### src/sv/fct_pkg.sv
// Shared types and constants for the frustum culling block.
// Used by fct_cell and frustum_cull_test; no dependencies.
package fct_pkg;

  localparam int NUM_PLANES = 6;
  localparam int COORD_W    = 24;
  localparam int CFG_IDX_W  = 3;
  localparam int PLANE_W    = 64;
  localparam int PROD_W     = 37;
  localparam int DIST_W     = 40;

  typedef enum logic [1:0] {
    MODE_POINT  = 2'd0,
    MODE_SPHERE = 2'd1,
    MODE_BOX    = 2'd2,
    MODE_NONE   = 2'd3
  } mode_t;

  typedef struct packed {
    logic signed [24:0] d;
    logic signed [12:0] nz;
    logic signed [12:0] ny;
    logic signed [12:0] nx;
  } plane_t;

  typedef struct packed {
    logic signed [COORD_W-1:0] z;
    logic signed [COORD_W-1:0] y;
    logic signed [COORD_W-1:0] x;
  } vec_t;

  typedef struct packed {
    mode_t              mode;
    vec_t               lo;
    vec_t               hi;
    logic [COORD_W-1:0] radius;
    logic               in_view;
  } item_t;

endpackage

### src/sv/fct_cell.sv
// One plane cell of the culling chain: multiply stage, then sum and compare stage.
// Depends on fct_pkg; instantiated six times by frustum_cull_test.
module fct_cell
  import fct_pkg::*;
(
  input  logic   clk,
  input  logic   rst_n,
  input  plane_t plane,
  input  logic   up_valid,
  output logic   up_ready,
  input  item_t  up_item,
  output logic   dn_valid,
  input  logic   dn_ready,
  output item_t  dn_item
);

  logic                     a_valid_r, a_valid_nxt, a_ready;
  item_t                    a_item_r;
  logic signed [PROD_W-1:0] px_r, py_r, pz_r;
  logic signed [PROD_W-1:0] px_nxt, py_nxt, pz_nxt;
  logic                     b_valid_r, b_valid_nxt, b_ready;
  item_t                    b_item_r, b_item_nxt;
  logic signed [COORD_W-1:0] sx, sy, sz;
  logic signed [DIST_W-1:0] dist_sum, thr;

  // For a box the nearest corner on each axis follows the sign of the normal.
  always_comb begin
    sx = plane.nx[12] ? up_item.hi.x : up_item.lo.x;
    sy = plane.ny[12] ? up_item.hi.y : up_item.lo.y;
    sz = plane.nz[12] ? up_item.hi.z : up_item.lo.z;
    px_nxt = PROD_W'(plane.nx) * PROD_W'(sx);
    py_nxt = PROD_W'(plane.ny) * PROD_W'(sy);
    pz_nxt = PROD_W'(plane.nz) * PROD_W'(sz);
  end

  assign a_ready     = !a_valid_r || b_ready;
  assign up_ready    = a_ready;
  assign a_valid_nxt = a_ready ? up_valid : a_valid_r;

  always_comb begin
    dist_sum = DIST_W'(px_r) + DIST_W'(py_r) + DIST_W'(pz_r) +
               DIST_W'($signed({plane.d, 11'b0}));
    if (a_item_r.mode == MODE_SPHERE) begin
      thr = $signed({5'b0, a_item_r.radius, 11'b0});
    end else begin
      thr = '0;
    end
    b_item_nxt         = a_item_r;
    b_item_nxt.in_view = a_item_r.in_view && (dist_sum < thr);
  end

  assign b_ready     = !b_valid_r || dn_ready;
  assign b_valid_nxt = b_ready ? a_valid_r : b_valid_r;

  always_ff @(posedge clk) begin
    if (!rst_n) begin
      a_valid_r <= 1'b0;
      b_valid_r <= 1'b0;
    end else begin
      a_valid_r <= a_valid_nxt;
      b_valid_r <= b_valid_nxt;
    end
  end

  always_ff @(posedge clk) begin
    if (up_valid && a_ready) begin
      a_item_r <= up_item;
      px_r     <= px_nxt;
      py_r     <= py_nxt;
      pz_r     <= pz_nxt;
    end
    if (a_valid_r && b_ready) begin
      b_item_r <= b_item_nxt;
    end
  end

  assign dn_valid = b_valid_r;
  assign dn_item  = b_item_r;

endmodule

### config.mk
export PLATFORM = sky130hd
export DESIGN_NAME = fct_cell
export DESIGN_NICKNAME = d
export VERILOG_FILES = /design/src/sv/fct_pkg.sv /design/src/sv/fct_cell.sv
export SDC_FILE = /design/constraint.sdc
export NUM_CORES = 2
export LEC_CHECK = 0
export ABC_AREA = 1
export BUFFER_PORTS_ARGS = -buffer_cell sky130_fd_sc_hd__buf_2
export CAP_MARGIN = 20
export CORE_ASPECT_RATIO = 0.9
export CORE_UTILIZATION = 26
export CTS_CLUSTER_DIAMETER = 40
export DETAILED_ROUTE_END_ITERATION = 10
export GPL_TIMING_DRIVEN = 0
export PLACE_DENSITY = 0.42
export SYNTH_ARGS = -nofsm -noshare
export SYNTH_HDL_FRONTEND = slang
export SYNTH_SLANG_ARGS = --single-unit
### constraint.sdc
create_clock -name clk -period 14 [get_ports clk]
set_input_delay 2.8 -clock clk [delete_from_list [all_inputs] [get_ports clk]]
set_output_delay 2.8 -clock clk [all_outputs]
set_load 0.005 [all_outputs]
==> metrics <==
routed len/inst approximately 19 µm; period utilization 0.682; CTS tree done; f_max between 100 and 150 MHz; synthesized area a little over 0.05 mm²; Max Buffers Root-to-Sink 3; Vias/cell 4.31; core area between 0.15 and 0.2 mm²; filler instances between 20k and 25k; post-synthesis instance total 5064; Worst Clk Skew 0.0205 ns; row count 153; Mapped Avg Cell Area roughly 10 µm²; slew of the pin with the lowest slew margin between 1 and 1.5 ns; post-cts sizing count 0; Die X about 470 µm; met3 Use GR 0.0357; final cell count without fillers slightly above 8k; I/O pin total roughly 410; slowest CP cell fa_1; H-tree Lvls 3; CP Data Arrival Time 9.97 ns; Max Transition Viols Final 0; Final Hold Viols 0; Startpoint Class input pin; GRT Total Usage 0.160; Hold-fix buffers, CTS 0; most common cell in the netlist inv_1; status completed; register area share after synthesis 0.270; post-synth cell types 50; area fraction of the dominant cell type after synthesis 0.361; IO buf count approximately 400; Die H approximately 420 µm; Yosys reg bits about 460; grt met2 use 0.253; Max-cap violations 0; post-CTS setup buffers 0; TritonCTS Buffers between 80 and 90; CP Class in -> reg; nets a little over 7k; largest net degree at the start of global routing 106; Crit path max-delay family adder cells; Initial Util 0.261; Worst slew margin 0.326; CTS Sinks 455; syn nets about 6.6k; worst path bufs/invs 7; leading area contributor after synthesis fa_1; Initial DRT Pass Iterations 5; Post-synth EDFFs 453; met1 Use GR 0.217; worst hold path type reg -> reg; gp weighted congestion between 0.8 and 0.9; Max stage delay on crit path 0.77 ns; vias in the first global route roughly 38k; die area a little under 0.2 mm²; Synth warnings 0; detailed-route DRC error count 0; CP most frequent cell fa_1; Sum Neg Setup Slack 0 ns; Final WS setup about 4.4 ns; grt total ovfl 0; crit path max fanout 10; Placed Instances around 8.0k; Reg clk slew, reported paths approximately 0.050 ns; DR vias about 35k; Setup crit end kind register; ys async rst share 0; DRT iter0 DRCs 2084; share of layout cells above drive strength 1 0.123; # setup viols final 0; DP Wirelength about 130000 µm; layer with the highest usage met2; Antenna Nets Post-Route 0; total wire length 153000 µm; Area Growth Syn to Fin 16.6%; Critical Path RT 14.41 ns; Tmin final 9.55 ns; clk_lat worst skew ~0.7 ns; setup slack at placement ~3.8 ns; CTS Root Buffer Type clkbuf_16; first-pass GRT wire length ~230000 µm; Area contributors post-synth fa_1, edfxtp_1, ha_1; top post-synthesis cells by count inv_1, fa_1, nand2_1; top_reg_cell synth edfxtp_1; unrepaired setup endpoints after global routing false; initial antenna violation count 16
## worst reg2reg max path: stages (launching register included)
cell      delay [ns]
edfxtp_1        0.36
inv_1           0.17
fa_1            0.46
fa_1            0.50
inv_1           0.04
ha_1            0.34
a21oi_1         0.32
o21ai_0         0.18
a21oi_1         0.16
nand2_1         0.12
a21oi_1         0.38
o21bai_1        0.17
xor2_1          0.49
ha_1            0.34
nand2_1         0.11
o21ai_0         0.10
a31oi_1         0.14
nand2_1         0.14
nand3_1         0.10
nand2_1         0.08
a21oi_2         0.15
## metal layers
metal	routed length (µm)	vias to the layer above
met4	4280	14
met5	83	-
li1	-	16400
met3	8970	178
met2	70600	793
met1	69600	18000
## per-stage QoR
stage                     instance area [µm²]  hold slack, ns   util
after global routing                    58900           0.410  0.305
after detailed placement                56000           0.405  0.290
after global placement                  55700           0.401  0.288
final                                   58900           0.406  0.305
after CTS                               58900           0.406  0.305
after floorplan                         50500           0.400      -
## cells in the final DEF (no fill, tap or decap), types with 8 or more instances in the layout
master / instances
a21oi_1: 163
a21oi_2: 8
a31oi_1: 22
buf_2: 418
bufinv_16: 8
clkbuf_1: 115
clkbuf_16: 87
clkinv_1: 27
clkinvlp_4: 10
edfxtp_1: 453
fa_1: 912
ha_1: 336
inv_1: 1103
inv_6: 14
inv_8: 9
nand2_1: 895
nand2_2: 15
nand3_1: 59
nor2_1: 574
nor3_1: 15
o21a_1: 9
o21ai_0: 55
o21ai_2: 10
o21bai_1: 8
or2_2: 57
xnor2_1: 61
xor2_1: 82
## sequential cells by signal, summed over array words and instances, names as in the netlist
| register | count |
|---|---|
| dn_item | 171 |
| px_r | 37 |
| py_r | 37 |
| dn_valid | 1 |
| pz_r | 37 |
| a_valid_r | 1 |
| a_item_r | 171 |
## worst paths after layout
| path | start | end | slack [ns] | cells after the start |
|---|---|---|---|---|
| worst max register to register | py_r[21]$_DFFE_PP_ | dn_item[0]$_DFFE_PP_ | 9.02 | 20 |
| worst max-delay path | plane[38] | pz_r[36]$_DFFE_PP_ | 4.45 | 27 |
| worst min register to register | a_item_r[130]$_DFFE_PP_ | dn_item[130]$_DFFE_PP_ | 0.41 | 0 |
| worst min-delay path | a_item_r[130]$_DFFE_PP_ | dn_item[130]$_DFFE_PP_ | 0.41 | 0 |
## cell families (layout without fill, tap and decap cells)
group	after synthesis	in the layout	share of synthesized area
AO/OA/AOI/OAI	311	311	0.0356
XOR/XNOR	143	143	0.0248
adder cells (fa/ha/maj)	1248	1248	0.445
buffers and inverters	1257	1827	0.0938
flip-flops	455	455	0.270
other	0	5	0
AND/OR/NAND/NOR	1650	1650	0.131
## layout make-up
type	count	area, µm²	area share
Tap cell	2557	3200	0.0543
Sequential cell	455	13600	0.232
Timing Repair Buffer	414	2240	0.0381
Clock buffer	92	2200	0.0373
Buffer	127	494	0.00839
Inverter	1130	4250	0.0722
Antenna cell	5	12.5	0.000213
Multi-Input combinational cell	3352	32100	0.546
Clock inverter	64	698	0.0119
Power is left out: the tool's default activity adds up to more than one toggle a clock period on the data nets, which glitch-free logic cannot reach.
